File: config.mk
export PLATFORM = sky130hd
export DESIGN_NAME = sftdm_front
export DESIGN_NICKNAME = d
export VERILOG_FILES = /design/src/sv/sftdm_pkg.sv /design/src/sv/sftdm_front.sv
export SDC_FILE = /design/constraint.sdc
export NUM_CORES = 1
export LEC_CHECK = 0
export ABC_CLOCK_PERIOD_IN_PS = 3190
export BUFFER_PORTS_ARGS = -buffer_cell sky130_fd_sc_hd__buf_2
export CORE_AREA = 2 2 112 114
export DETAILED_ROUTE_END_ITERATION = 10
export DIE_AREA = 0 0 114 116
export GPL_TIMING_DRIVEN = 1
export HOLD_SLACK_MARGIN = 0.12
export PLACE_DENSITY = 0.79
export SKIP_CTS_REPAIR_TIMING = 1
export SKIP_LAST_GASP = 1
export SYNTH_ARGS = -nofsm -noshare
export SYNTH_HDL_FRONTEND = slang
export SYNTH_SLANG_ARGS = --single-unit
File: constraint.sdc
create_clock -name clk -period 3.19 [get_ports clk]
set_clock_uncertainty 0.15 [all_clocks]
set_input_delay 0.638 -clock clk [delete_from_list [all_inputs] [get_ports clk]]
set_output_delay 0.638 -clock clk [all_outputs]
set_load 0.02 [all_outputs]
File: src/sv/sftdm_pkg.sv
package sftdm_pkg;

	localparam int MATRIX_ROWS = 1024;
	localparam int MAX_RANK    = 16;

	localparam int ROW_W   = 10;
	localparam int COL_W   = 4;
	localparam int RANK_W  = 5;
	localparam int VAL_W   = 16;
	localparam int PROD_W  = 2 * VAL_W;
	localparam int SUM_W   = 40;

	// store is split into banks by the low address bits
	localparam int NBANK   = 16;
	localparam int BANK_W  = 4;
	localparam int IDX_W   = 10;
	localparam int ADDR_W  = BANK_W + IDX_W;

	localparam int QDEPTH  = 4;
	localparam int QPTR_W  = 2;
	localparam int QCNT_W  = 3;

	localparam int PADDR_W = 3;
	localparam int PDATA_W = 32;

	localparam logic [RANK_W-1:0] RANK_RESET = RANK_W'(16);
	localparam logic [0:0]        REG_RANK   = 1'b0;

	localparam logic OP_LOAD    = 1'b0;
	localparam logic OP_NONZERO = 1'b1;

	localparam logic signed [SUM_W-1:0] SUM_MAX = {1'b0, {(SUM_W-1){1'b1}}};
	localparam logic signed [SUM_W-1:0] SUM_MIN = {1'b1, {(SUM_W-1){1'b0}}};

	typedef struct packed {
		logic                    wr_en;
		logic                    add_en;
		logic                    fend;
		logic [ADDR_W-1:0]       addr;
		logic signed [VAL_W-1:0] value;
	} cmd_t;

endpackage

File: src/sv/sftdm_front.sv
module sftdm_front (
	input  logic                                 clk,
	input  logic                                 arst_n,
	input  logic                                 push,
	output logic                                 full,
	input  logic                                 opcode,
	input  logic [sftdm_pkg::ROW_W-1:0]          row_index,
	input  logic [sftdm_pkg::COL_W-1:0]          column_index,
	input  logic signed [sftdm_pkg::VAL_W-1:0]   entry_value,
	input  logic                                 fiber_end,
	input  logic [sftdm_pkg::RANK_W-1:0]         rank,
	input  logic                                 q_pop,
	output logic                                 q_valid,
	output sftdm_pkg::cmd_t                      q_head
);

	sftdm_pkg::cmd_t                       entry_q [sftdm_pkg::QDEPTH];
	logic [sftdm_pkg::QPTR_W-1:0]          wr_ptr_q;
	logic [sftdm_pkg::QPTR_W-1:0]          rd_ptr_q;
	logic [sftdm_pkg::QCNT_W-1:0]          count_q;
	sftdm_pkg::cmd_t                       cmd;
	logic                                  row_ok;
	logic                                  col_ok;
	logic [sftdm_pkg::COL_W-1:0]           col_sel;
	logic [sftdm_pkg::ADDR_W:0]            addr_full;
	logic                                  push_ok;
	logic                                  pop_ok;

	// classify the word and work out its flat store address
	always_comb begin
		row_ok    = 32'(row_index) < sftdm_pkg::MATRIX_ROWS;
		col_ok    = {1'b0, column_index} < rank;
		col_sel   = (opcode == sftdm_pkg::OP_LOAD) ? column_index : '0;
		addr_full = (sftdm_pkg::ADDR_W+1)'(row_index) * (sftdm_pkg::ADDR_W+1)'(rank)
			+ (sftdm_pkg::ADDR_W+1)'(col_sel);
		cmd.addr   = addr_full[sftdm_pkg::ADDR_W-1:0];
		cmd.value  = entry_value;
		cmd.wr_en  = (opcode == sftdm_pkg::OP_LOAD) && row_ok && col_ok;
		cmd.add_en = (opcode == sftdm_pkg::OP_NONZERO) && row_ok;
		cmd.fend   = (opcode == sftdm_pkg::OP_NONZERO) && fiber_end;
	end

	assign full    = count_q == sftdm_pkg::QCNT_W'(sftdm_pkg::QDEPTH);
	assign q_valid = count_q != '0;
	assign q_head  = entry_q[rd_ptr_q];
	assign push_ok = push && !full;
	assign pop_ok  = q_pop && q_valid;

	always_ff @(posedge clk) begin
		if (push_ok) begin
			entry_q[wr_ptr_q] <= cmd;
		end
	end

	always_ff @(posedge clk or negedge arst_n) begin
		if (!arst_n) begin
			wr_ptr_q <= '0;
			rd_ptr_q <= '0;
			count_q  <= '0;
		end else begin
			if (push_ok) begin
				wr_ptr_q <= wr_ptr_q + 1'b1;
			end
			if (pop_ok) begin
				rd_ptr_q <= rd_ptr_q + 1'b1;
			end
			case ({push_ok, pop_ok})
				2'b10:   count_q <= count_q + 1'b1;
				2'b01:   count_q <= count_q - 1'b1;
				default: count_q <= count_q;
			endcase
		end
	end

	a_count_bound: assert property (@(posedge clk) disable iff (!arst_n)
		count_q <= sftdm_pkg::QCNT_W'(sftdm_pkg::QDEPTH))
		else $error("command queue count beyond depth");

endmodule

Yosys cells after proc, flatten, opt, wreduce, memory -nomap -nowiden:

Memories as Yosys holds them, arrays and structs flattened.
Cells that the tools add are included.

* add/subtract/negate cells: 5
* multiply operators: 1
* order comparisons: 1
* equal/unequal tests: 3
* mux-type cells: 4
* bitwise logic cells: 1
* reduce and logical (&&, ||, !) cells: 7

Operator list (number)
* 14-bit by 4-bit adder with 14-bit output: 1
* 10-bit by 5-bit multiplier with 14-bit output: 1
* 3-bit case mux with 2 select lines: 1
* 4-bit by 5-bit less-than comparator with 1-bit output: 1
* 2-bit by 1-bit adder with 2-bit output (second input constant): 2
* 1-bit logical AND: 4
* 4-bit 2-to-1 mux: 1
* 3-bit by 1-bit adder with 3-bit output (second input constant): 1
* 3-bit == test (second input constant): 1
* 3-bit nonzero test: 1
* 3-bit by 1-bit subtractor with 3-bit output (second input constant): 1
* 2-bit by 1-bit == test with 1-bit output (second input constant): 1
* 2-bit == test (second input constant): 1
* 1-bit 2-to-1 mux: 2
* 2-bit nonzero test: 1
* 1-bit zero test: 1
* 1-bit inverter: 1

* bits in registers: 7
* memory bits (writable): 132
* logic and storage cells: 26
* memories kept: 1

Memories
* entry_q: words 4, width 33, rd ports 1, clocked after Yosys merged registers in 0, write ports 1, line sftdm_front.sv:17 `sftdm_pkg::cmd_t entry_q [sftdm_pkg::QDEPTH];`

Depth between registers and ports, before layout:

Gate-level depths: netlist of run 1.

* word-level depth: 5
* mapped depth: 14

Worst setup path after synthesis of run 1:

Ideal clock, no wire load.

* path type: input-to-reg
* start point: input rank[4] in the netlist's numbering
* end point: memory entry_q[0][26] in the netlist's numbering (data pin)
* setup time: 0.271 ns
* data arrival time: 3.960 ns
* required time: 2.769 ns
* path slack: -1.191 ns
* stages on the path: 12
* path buffers: 1
* path through: clkbuf_1 > nand2_1 > fa_1 > fa_1 > fa_1 > inv_1 > ha_1 > nor2b_4 > o31a_1 > or2_1 > a221o_1 > xor2_1

* longest elaborated chain between the ends: 2

Ends and longest elaborated chain
* start, declared: line sftdm_front.sv:11 `input logic [sftdm_pkg::RANK_W-1:0] rank,`
* 10-bit by 5-bit multiplier with 14-bit output: line sftdm_front.sv:34 `addr_full = (sftdm_pkg::ADDR_W+1)'(row_index) * (sftdm_pkg::ADDR_W+1)'(rank)`
* 14-bit by 4-bit adder with 14-bit output: line sftdm_front.sv:35 `+ (sftdm_pkg::ADDR_W+1)'(col_sel);`
* net addr_full (one bit): line sftdm_front.sv:25 `logic [sftdm_pkg::ADDR_W:0] addr_full;`
* end, declared: line sftdm_front.sv:17

The timed path passes the listed nets, and every way through them passes these cells.

Worst setup path after layout of run 1:

* start point: input rank[3] in the netlist's numbering
* end point: memory entry_q[3][26] in the netlist's numbering (data pin)

Same word-level chain as after synthesis.

==> results.txt, run 1 <==
- CTS Root Buffer Type: sky130_fd_sc_hd__clkbuf_16
- After synthesis, the mean cell area works out to 16.0 sq um.
* Share of cells above drive strength 1: 43.4%
* Clock slew seen by the registers of the worst setup and hold paths: 0.06 ns
- Vias per std cell: 5.51
- The final max-slew violation count is 0.
- Global-route wire length before repair: 21.7 mm
- TritonCTS built the clock tree.
* Fraction of the mapped netlist area in simple logic gates: 6.61%
* Chip Width: 114 microns
- Adder and majority cell fraction of the synthesized area: 14.5%
* Flop and latch count out of synthesis: 139
- The worst hold path belongs to the class in -> reg.
- At the worst endpoint, the arrival time is 3.75 ns.
* Hold path endpoint: entry_q[1][4]
* Static Leak: 3.65 nW
- Average routed wire per standard cell: 19.3 microns
* Synthesized cell area: 6990 sq um
* Peak supply drop: 0.000456 V
* Pwr per Cell Area: 894 nW/um^2
* Detailed router's first-iteration violation count: 268
- Number of hold violations in the final report: 0
* Area of the die: 13200 sq um
* Type of element capturing the critical path: flop
- Buffers placed on the I/O ports in this run total 75.
- Counting distinct cell types in the post-synthesis netlist gives 36.
* Multiplexer share of the synthesized area: 10.8%
* Hold Path Stages: 1
- sky130_fd_sc_hd__edfxtp_1 takes more of the synthesized area than any other cell.
* Startpoint of the most critical setup path: rank[3]
* Setup slack at placement: -1.06 ns
- In this run the vertical extent of the chip is 116 microns.
* Inserted Clock Buffers: 17
- Summing the areas of all compound-gate instances in the mapped netlist gives 3.08% of the synthesized area.
- The commonest cells after synthesis are sky130_fd_sc_hd__edfxtp_1 (132), sky130_fd_sc_hd__inv_1 (56), sky130_fd_sc_hd__and2_1 (42), sky130_fd_sc_hd__ha_1 (36), sky130_fd_sc_hd__mux4_2 (33).
* Count of flip-flops with a built-in enable after synthesis: 132
- Based on the critical path, the design can be clocked at up to 267 MHz.
* Nets@finish: 675
- Sequential elements use 59.2% of the synthesized area.
* Failing checks: negative setup slack
- The worst hold path begins at entry_value[4].
- Number of diodes added for antenna fixing: 0
- Synthesized Nets: 541
* Minimum clock period: 3.75 ns
- Main combinational cell family by area after synthesis: adder cells
- The final layout contains routed wiring with a total length of 14.1 mm.
- Total congestion overflow: 0
* Worst reg2reg path depth: 5
* Placeable core region: 11900 sq um
- Count of TritonRoute iterations in the first routing pass: 4
* Vias in the first global route: 4344
- For this run, design rule violations remaining after detail routing come to 0.
- The routed layout has 4019 vias.
* I/O pin total: 76
- The detail route stage leaves a number of antenna-violating nets equal to 0.
* Source of the worst register-to-register timing path: count_q[0]
* Final hold slack: 0.297 ns
- The synthesized netlist devotes 2.01% of its cell area to XOR and XNOR gates.
* Cell with the most instances after synthesis: sky130_fd_sc_hd__edfxtp_1
* Pin count of the biggest net entering global routing: 24
- The initial antenna violation count came to 0.
- Layout area overhead: 28.9%
* Crit Path Class: in -> reg
- Setup violations remaining at the end of the flow were counted as 33.
- In this run the critical register-to-register path is captured at entry_q[3][30].
- The H-tree was split into 4 levels.
- Total clock sinks: 139
- In this run the cell area measured after placement is 8040 sq um.
* Final worst-path setup slack: -0.556 ns
- No sink is reached through more buffers than the 2 on the longest clock path.
- FP Rows: 40
- Max-cap violations: 0
- Fraction of post-synthesis cell area in the top cell type by area: 56.7%
- The run finished, with violations left.
- Post-layout instance area: 9010 sq um
- Post-route fraction of the period consumed by the critical path: 117%
- Detailed placement finished with a half-perimeter wire length of 9.31 mm.
* GRT Resource Usage Total: 22.4%
* Proportion of synthesized flip-flops having asynchronous set or reset: 5.04%
- Setup repair after global routing could not meet its margin everywhere.
* Leading register cell type out of synthesis: sky130_fd_sc_hd__edfxtp_1
- Fillers: 696
* Effective utilization at floorplan: 58.7%
- Transition time of the tightest slew-check pin: 0.539 ns
* Cells after synthesis: 436
- Yosys attributes the largest share of cell area to sky130_fd_sc_hd__edfxtp_1 (57%), sky130_fd_sc_hd__mux4_2 (11%), sky130_fd_sc_hd__fa_1 (8.0%), sky130_fd_sc_hd__ha_1 (6.4%), sky130_fd_sc_hd__and2_1 (3.8%).
* Worst R2R Setup Slack: 0.87 ns
- Worst rel slew slack: 64.0%
- Required time of the critical path: 3.19 ns
* Final weighted congestion of routability-driven global placement: 0.780
- Largest fanout of any net on the critical path: 7
- Clock latency on the worst-skew pair: 0.41 ns
- Yosys warning total: 0
- Startpoint types: primary input
==> flip-flops by register name, indices dropped and copies added (netlist names) <==
name,count
entry_q,132
count_q,3
rd_ptr_q,2
wr_ptr_q,2
==> power by group <==
part / leakage [nW] / switching (W) / internal [W]
registers: 1.29 / 0.000129 / 0.00260
clock network: 0.296 / 0.000700 / 0.00129
logic: 2.06 / 0.00183 / 0.00149
==> placed cells by master, fill, tap and decap left out, types with 5 or more instances in the layout <==
cell,n
sky130_fd_sc_hd__a21o_1,5
sky130_fd_sc_hd__buf_6,10
sky130_fd_sc_hd__buf_12,7
sky130_fd_sc_hd__buf_2,64
sky130_fd_sc_hd__xnor2_1,6
sky130_fd_sc_hd__ha_1,27
sky130_fd_sc_hd__edfxtp_1,132
sky130_fd_sc_hd__mux4_2,33
sky130_fd_sc_hd__nand2_1,15
sky130_fd_sc_hd__inv_2,8
sky130_fd_sc_hd__inv_1,48
sky130_fd_sc_hd__and2_1,27
sky130_fd_sc_hd__ha_4,8
sky130_fd_sc_hd__buf_4,45
sky130_fd_sc_hd__dfrtp_1,6
sky130_fd_sc_hd__clkbuf_16,18
sky130_fd_sc_hd__fa_1,26
sky130_fd_sc_hd__and2_4,11
==> metrics by stage <==
stage	total power, W	utilization [%]	std cells	setup TNS (ns)
floorplan	0.00478	-	436	-20.99
global placement	0.00564	67.5	691	-29.60
detailed placement	0.00578	67.5	691	-33.13
CTS	0.00785	72.6	723	-16.06
global route	0.00845	75.6	730	-14.34
finish	0.00805	75.6	730	-12.41
==> kinds of logic after synthesis <==
group,after synthesis
compound gates,29
xor+xnor,16
fa+ha+maj,64
buf+inv,70
flops,139
mux,34
simple gates,84
==> layout make-up <==
cell class / count / area [sq um] / area share, %
repair buffers: 129 / 961 / 10.7
clock inverters: 15 / 180 / 2.00
well taps: 147 / 184 / 2.04
multi-input cells: 227 / 2910 / 32.3
flip-flops and latches: 139 / 4140 / 46.0
clock buffers: 17 / 425 / 4.72
inverters: 56 / 210 / 2.33
==> critical path: stages <==
cell	delay (ns)
sky130_fd_sc_hd__buf_12	0.11
sky130_fd_sc_hd__and2_4	0.15
sky130_fd_sc_hd__fa_1	0.49
sky130_fd_sc_hd__fa_1	0.49
sky130_fd_sc_hd__inv_1	0.05
sky130_fd_sc_hd__fa_1	0.49
sky130_fd_sc_hd__inv_2	0.05
sky130_fd_sc_hd__ha_4	0.23
sky130_fd_sc_hd__o21a_1	0.18
sky130_fd_sc_hd__o31a_1	0.12
sky130_fd_sc_hd__or2_1	0.23
sky130_fd_sc_hd__a221o_1	0.36
sky130_fd_sc_hd__xor2_2	0.17
==> per-layer routing <==
layer / track usage [%] / share of wire (%) / wire [microns] / vias to the layer above
met4: 8.37 / 2.2 / 310 / 0
met2: 42.8 / 57 / 7980 / 102
met5: 0 / 0 / 0 / -
li1: - / - / - / 1846
met1: 23.5 / 38 / 5310 / 2048
met3: 6.38 / 3.6 / 507 / 23
==> worst max path at each step <==
stage | cells after the start | endpoint
final | 13 | entry_q[3][26]
after global routing | 13 | entry_q[3][26]
after CTS | 15 | entry_q[3][29]
after detailed placement | 15 | entry_q[0][29]
after global placement | 12 | entry_q[0][26]
after floorplan | 12 | entry_q[0][26]
Power figures use the tool's default switching activity.
==> run 2, diff against run 1 <==
ABC_AREA = 1   (was not set)
CORE_AREA = 2 2 115 117   (was 2 2 112 114)
DIE_AREA = 0 0 117 119   (was 0 0 114 116)
==> run 2 against run 1 <==
The run still ends with negative setup slack left. Largest power group unchanged. Routed wire length is 14% higher. Utilization decreased by 3.1 points. Critical endpoint is now entry_q[2][29]. Combinational power increased by 14%. Worst setup slack improved by 0.36 ns. Area after synthesis increased by 5.1%.
==> results.txt, run 2 <==
* Count of TritonRoute iterations in the first routing pass: 7
- Traced cell by cell, the critical path runs through buf_12 -> nand2_4 -> inv_2 -> fa_1 -> fa_1 -> inv_2 -> fa_1 -> inv_2 -> ha_4 -> nand2_4 -> nand2_4 -> nand2_1 -> nand2_1 -> nand2_1 -> nand3_2 -> nand2_2 -> nand2_2.
* Synthesized Nets: 802
- I/O pin total: 76
- The mapped netlist covers 7350 sq um.
- Cell Area, Placed: 8330 sq um
- The worst hold path belongs to the class in -> reg.
- Worst reg2reg path depth: 9
- Data on the critical path arrives at its endpoint at 3.39 ns.
- Yosys warning total: 0
* Largest fanout of any net on the critical path: 5
- Fillers: 801
* Placeable core region: 12900 sq um
- Dividing the final minimum period by the clock period gives 106%.
- In this run the horizontal extent of the chip is 117 microns.
- Total clock sinks: 139
- Detailed router's first-iteration violation count: 416
- OpenSTA, run right after detailed placement, puts the worst setup slack at -0.675 ns.
- The most critical setup path has its startpoint at rank[4].
- Peak supply drop: 0.000528 V
- Clock slew seen by the registers of the worst setup and hold paths: 0.06 ns
- The detail route stage leaves a number of antenna-violating nets equal to 0.
- entry_q holds more flip-flops than any other register.
- met2 is the most crowded layer.
* Area contributors post-synth: sky130_fd_sc_hd__edfxtp_1 (54%), sky130_fd_sc_hd__fa_1 (7.6%), sky130_fd_sc_hd__inv_1 (6.3%), sky130_fd_sc_hd__ha_1 (6.1%), sky130_fd_sc_hd__nand2_1 (5.5%)
* Maximum buffer depth of the clock tree: 2
* Count of flip-flops with a built-in enable after synthesis: 132
- Detailed Route WL: 16.0 mm
* Source of the worst register-to-register timing path: count_q[0]
- Worst R2R Setup Slack: 0.96 ns
* Post-DP HPWL: 10.1 mm
* Area of combinational cells with multiple inputs: 3100 sq um
* Crit Path Class: in -> reg
- Layout area overhead: 27.2%
* FP Rows: 42
- After detailed routing, the average wire length per cell comes to 16.1 microns.
- STA puts the critical path data required time at 3.20 ns.
- Accumulated negative setup slack: -3.83 ns
* Proportion of synthesized flip-flops having asynchronous set or reset: 5.04%
* Flop and latch count out of synthesis: 139
- Fraction of post-synthesis cell area in the top cell type by area: 54.0%
- Max-cap violations in this run came to 0.
* Slew Limit Fails: 0
- Summed over all layers, the global routing overflow is 0.
- For the pin with the worst max-slew slack, the measured transition is 0.662 ns.
* Vias in the first global route: 5063
- Summing the sequential cell areas from Yosys gives 56.3% of the chip area.
* Final weighted congestion of routability-driven global placement: 0.885
- The largest total area in the synthesized netlist belongs to sky130_fd_sc_hd__edfxtp_1.
- Hold Path Stages: 1
- Setup-failing EPs final: 32
- Number of diodes added for antenna fixing: 0
- Across the whole layout, storage elements account for 4140 sq um.
- Type of element capturing the critical path: flop
- Measured along the y axis, the die boundary spans 119 microns.
- Worst-path cell with the longest stage delay: sky130_fd_sc_hd__fa_1
- Overall power: 0.00834 W
* Inserted Clock Buffers: 17
- Power spread over the standard cell area amounts to 893 nW/um^2.
* Share of cells above drive strength 1: 30.1%
* Flip-flop count of the largest register, all copies and words added: 132
* Nets@finish: 916
- Number of hold violations in the final report: 0
- Failing checks: negative setup slack
- The initial antenna violation count came to 0.
- CTS Root Buffer Type: sky130_fd_sc_hd__clkbuf_16
- The initial utilization of the core area, before any placement, comes to 57.1%.
- The flow ran to the end, but the final reports show violations.
- Clock tree from TritonCTS: built
- Clock latency on the worst-skew pair: 0.41 ns
- In this run the critical register-to-register path is captured at count_q[2].
- Area of the die: 13900 sq um
* Crit path to: entry_q[2][29]
- The largest registers in the layout are entry_q x132, count_q x3.
- In this run the tightest slew margin relative to its limit is 55.8%.
- Pin count of the biggest net entering global routing: 68
- Startpoint types: primary input
* M2 GR Usage: 41.7%
* Minimum clock period: 3.39 ns
* Global-route wire length before repair: 23.3 mm
* Setup repair after global routing missed its margin: true
- Final worst-path setup slack: -0.197 ns
- After detailed routing, the number of vias per cell comes to 5.37.
- GRT Resource Usage Total: 22.4%
* Cell with the most instances after synthesis: sky130_fd_sc_hd__edfxtp_1
- For this run, the leading register cell type out of synthesis is sky130_fd_sc_hd__edfxtp_1.
- Buffers on Ports: 75
- Commonest cells after routing, fill and taps aside: sky130_fd_sc_hd__edfxtp_1 (132), sky130_fd_sc_hd__inv_1 (104), sky130_fd_sc_hd__nor2_1 (79)
* Max Freq: 295 MHz
- Biggest cell delay along the critical path: 0.55 ns
- CTS built an H-tree with a depth of 4.
- Routed vias: 5364
- After detailed routing, the number of remaining DRC violations is 0.
* Cells after synthesis: 697
* Most frequent standard cell in the layout excluding fill and tap cells: sky130_fd_sc_hd__edfxtp_1
- Summed over all cells, the static leakage comes to 4.11 nW.
- A synthesized cell averages 10.5 sq um.
- Cell types with the highest counts after synthesis: sky130_fd_sc_hd__edfxtp_1 (132), sky130_fd_sc_hd__inv_1 (123), sky130_fd_sc_hd__nand2_1 (107), sky130_fd_sc_hd__nor2_1 (86), sky130_fd_sc_hd__o21ai_0 (70)
- Counting distinct cell types in the post-synthesis netlist gives 25.
- For this run, global-route usage on met1 was measured as 24.9%.
* Post-layout instance area: 9340 sq um
* Fraction of met3 tracks used by global routing: 4.78%
run 2: cell types whose count changed in the layout (fill, tap and decap cells not counted), sizes merged, moves of 14 or more:
cell / change
nor2: +81
nand2: +89
o22ai: +33
mux4: -33
nand3: +14
inv: +75
and2: -42
o21ai: +66
run 2: worst max-delay path: cells and delay by family:
family | cells | cell delay, ns
adder cells (fa/ha/maj) | 4 | 1.83
buffers and inverters | 4 | 0.24
AND/OR/NAND/NOR | 9 | 0.68
run 2: how the worst min path moves through the flow:
stage,startpoint,end
floorplan,arst_n,count_q[0]
finish,entry_value[7],entry_q[3][7]
detailed placement,arst_n,rd_ptr_q[1]
global route,entry_value[11],entry_q[3][11]
global placement,count_q[0],count_q[0]
CTS,arst_n,rd_ptr_q[1]
run 2: cell families after synthesis:
group / share of synthesized area [%]
simple gates: 11.7
buf+inv: 8.48
flops: 56.3
compound gates: 8.29
fa+ha+maj: 13.8
xor+xnor: 1.43
run 2: area by class of cell:
type / count / share of cell area (%)
Timing Repair Buffer: 121 / 9.08
Tap cell: 176 / 2.36
Inverter: 125 / 5.05
Sequential cell: 139 / 44.3
Multi-Input combinational cell: 407 / 33.2
Clock inverter: 14 / 1.47
Clock buffer: 17 / 4.55
run 2: stage by stage:
stage	instances	util [%]	hold slack, ns
floorplan	697	-	0.192
global placement	964	64.7	0.311
detailed placement	964	64.7	0.331
CTS	995	69.0	-0.108
global route	999	72.6	0.270
finish	999	72.6	0.286
run 2: report_power, final:
part	total, W	switching (W)	internal (W)
sequential	0.00270	0.000102	0.00260
clock	0.00184	0.000754	0.00108
combinational	0.00380	0.00250	0.00131
run 2: per-layer routing:
| layer | vias up | share of wire (%) |
|---|---|---|
| li1 | 2529 | - |
| met1 | 2618 | 39 |
| met2 | 193 | 54 |
| met3 | 24 | 5.1 |
| met4 | 0 | 1.6 |
| met5 | - | 0 |
==> run 3, diff against run 2 <==
REMOVE_ABC_BUFFERS = 1   (was not set)
==> run 3 against run 2 <==
Final area grew 0.96%. First-iteration DRC count grew 9.1%. Register-to-register slack is essentially flat. Maximum frequency shrank 0.35%. Clock power shrank 2%. The flow still finishes with violations (negative setup slack). Critical path depth shrank 3. Non-clock buffer count grew 11. Total power shrank 0.11%. Sequential cell count is the same.
==> results.txt, run 3 (synthesis results as in run 2) <==
- Using the TritonRoute via totals, the vias-per-cell ratio works out to 5.42.
- Buffers & Inverters on Critical Path: 4
- The final max-slew violation count came to 0.
- Cell family with most CP delay: adder cells
* Clock latency on the worst-skew pair: 0.41 ns
* Number of hold violations in the final report: 0
- Across all setup checks in the final design, the least slack found is -0.208 ns.
* Most frequent standard cell in the layout excluding fill and tap cells: sky130_fd_sc_hd__edfxtp_1
- During placement, the flow inserted port buffers numbering 75.
* Chain of cells forming the critical path: buf_4 -> buf_6 -> nand2_4 -> fa_1 -> fa_1 -> inv_1 -> fa_1 -> ha_4 -> nand2_4 -> nor2_1 -> nor2_1 -> buf_4 -> nand3_1 -> nand2_2
- Detailed-route DRC error count: 0
- Post-route fraction of the period consumed by the critical path: 107%
* Max-cap violations: 0
* Fillers: 808
- Vias in the first global route: 5248
- The floorplan has 42 rows.
- Worst Min Path Start: entry_value[1]
- The internal power of the cells totals 0.00498 W.
* Chip Width: 117 microns
- Summed over all cells, the static leakage comes to 4.16 nW.
- The H-tree was split into 4 levels.
- Detailed Route WL: 16.7 mm
- The congestion estimate from routability-driven global placement came to 0.838.
* Nets@finish: 927
- The core region is 12900 sq um.
* Floorplan die height: 119 microns
* Largest fanout of any net on the critical path: 4
* Routed Antenna Nets: 0
- VDD sags by at most 0.000501 V.
- For the finished layout, the period the worst path requires is 3.40 ns.
- Clock slew seen by the registers of the worst setup and hold paths: 0.06 ns
- Routed vias: 5480
- The cell that appears most often on the critical path is sky130_fd_sc_hd__fa_1.
* Cell Area, Placed: 8180 sq um
* Number of antenna violations at the first check in global routing: 0
- Setup violations remaining at the end of the flow were counted as 32.
* GRT Resource Usage Total: 22.6%
* Effective utilization at floorplan: 57.1%
* Setup slack at placement: -0.882 ns
* Maximum buffer depth of the clock tree: 2
- Cells with a size suffix above 1 make up 32.6% of the layout.
* Pwr per Cell Area: 883 nW/um^2
- The register with the most flip-flops in the layout has 132 of them.
- TritonCTS created 17 clock buffers.
* Class of the most critical hold timing path: in -> reg
* Transition time of the tightest slew-check pin: 0.663 ns
* Combinational Power Share: 45.9%
* Switching power of the nets: 0.00335 W
- Pin count of the biggest net entering global routing: 68
- Setup repair after global routing could not meet its margin everywhere.
- STA classifies the critical path startpoint as a primary input.
- Outcome: complete, but fails checks
* Worst R2R Setup Slack: 0.95 ns
- Average routed wire per standard cell: 16.5 microns
- Detailed router's first-iteration violation count: 454
- Switch share: 40.2%
- Area of the die: 13900 sq um
* Worst-path cell with the longest stage delay: sky130_fd_sc_hd__fa_1
- Failing checks: negative setup slack
- The top cell types in the final layout, fill and taps aside, are sky130_fd_sc_hd__edfxtp_1 (132), sky130_fd_sc_hd__inv_1 (105), sky130_fd_sc_hd__nor2_1 (77).
- Type of element capturing the critical path: flop
* Final hold slack: 0.296 ns
- Post-layout instance area: 9430 sq um
* Number of diodes added for antenna fixing: 0
- The tree is rooted in a sky130_fd_sc_hd__clkbuf_16.
* Total congestion overflow: 0
- Counting flops per register, the top entry is entry_q.
- Required time of the critical path: 3.20 ns
* Biggest cell delay along the critical path: 0.56 ns
- Post-layout instance count excluding filler cells: 1011
- The first global-routing pass estimated 23.9 mm of wire.
- Worst reg2reg path depth: 9
* Count of TritonRoute iterations in the first routing pass: 5
- Including well taps, the total number of placed cells is 970.
- Layout area overhead: 28.4%
- Per report_power, the clock group accounts for 21.6% of the total.
- Top flop regs: entry_q x132, count_q x3
- In this run the count of I/O pins placed on the die edge is 76.
- The critical path in this run is classified as in -> reg.
* Fraction of power consumed by sequential logic: 32.5%
* Clock tree from TritonCTS: built
- Timing would allow up to 294 MHz.
- Post-DP HPWL: 10.1 mm
- Counting instances, the worst hold path has a depth of 1.
- Critical register-to-register path endpoint: count_q[2]
- In this run the tightest slew margin relative to its limit is 55.8%.
* Hold path endpoint: entry_q[1][1]
* Total clock sinks: 139
* Source of the worst register-to-register timing path: count_q[0]
- Arrival time of data at the critical path endpoint: 3.41 ns
run 3: cell count changes in the layout (fill, tap and decap cells not counted), sizes merged:
cell / before / now
clkinvlp: 4 / 3
inv: 131 / 126
buf: 119 / 129
clkbuf: 18 / 19
clkinv: 3 / 10
run 3: worst max path at each step:
stage                       from             end  slack (ns)  cells past startpoint
global placement         rank[4]  entry_q[0][27]       -0.76                     15
global route        row_index[8]  entry_q[1][26]       -0.27                     16
floorplan           row_index[3]  entry_q[0][26]       -0.48                     13
detailed placement       rank[4]  entry_q[3][25]       -0.88                     14
CTS                      rank[4]  entry_q[3][25]       -0.46                     14
finish              row_index[6]  entry_q[0][26]       -0.21                     14
run 3: layout make-up:
| cell class | instances | area (sq um) | share of cell area (%) |
|---|---|---|---|
| clock buffer | 17 | 425 | 4.51 |
| inverter | 125 | 469 | 4.97 |
| multi-input combinational | 407 | 3130 | 33.2 |
| timing repair buffer | 132 | 925 | 9.80 |
| tap | 176 | 220 | 2.33 |
| sequential | 139 | 4140 | 43.9 |
| clock inverter | 15 | 126 | 1.34 |
run 3: worst reg2reg max path, delay by kind of cell, from the launching register on:
family,cells,cell delay [ns]
compound gates,2,0.27
xor+xnor,1,0.16
fa+ha+maj,2,0.60
flops,1,0.39
buf+inv,2,0.19
simple gates,2,0.37
run 3: metal layers:
metal,routed length [microns],vias to the layer above,global-route usage [%]
li1,-,2554,-
met1,6360,2699,26.3
met2,9180,197,40.7
met3,809,30,4.33
met4,373,0,8.24
met5,0,-,0
run 3: stage by stage:
stage	TNS [ns]	power (W)	util, %
4_1_cts	-13.93	0.00775	67.8
3_3_place_gp	-27.98	0.00577	63.5
2_1_floorplan	-14.87	0.00475	-
5_1_grt	-6.61	0.00880	73.3
6_report	-4.31	0.00833	73.3
3_5_place_dp	-32.04	0.00594	63.5
run 3: power groups by stage:
stage	registers [W]	logic [W]	clock network (W)
after global placement	0.00271	0.00306	0
after floorplan	0.00281	0.00194	0
after global routing	0.00273	0.00418	0.00189
final	0.00270	0.00383	0.00180
after CTS	0.00270	0.00324	0.00181
after detailed placement	0.00274	0.00320	0
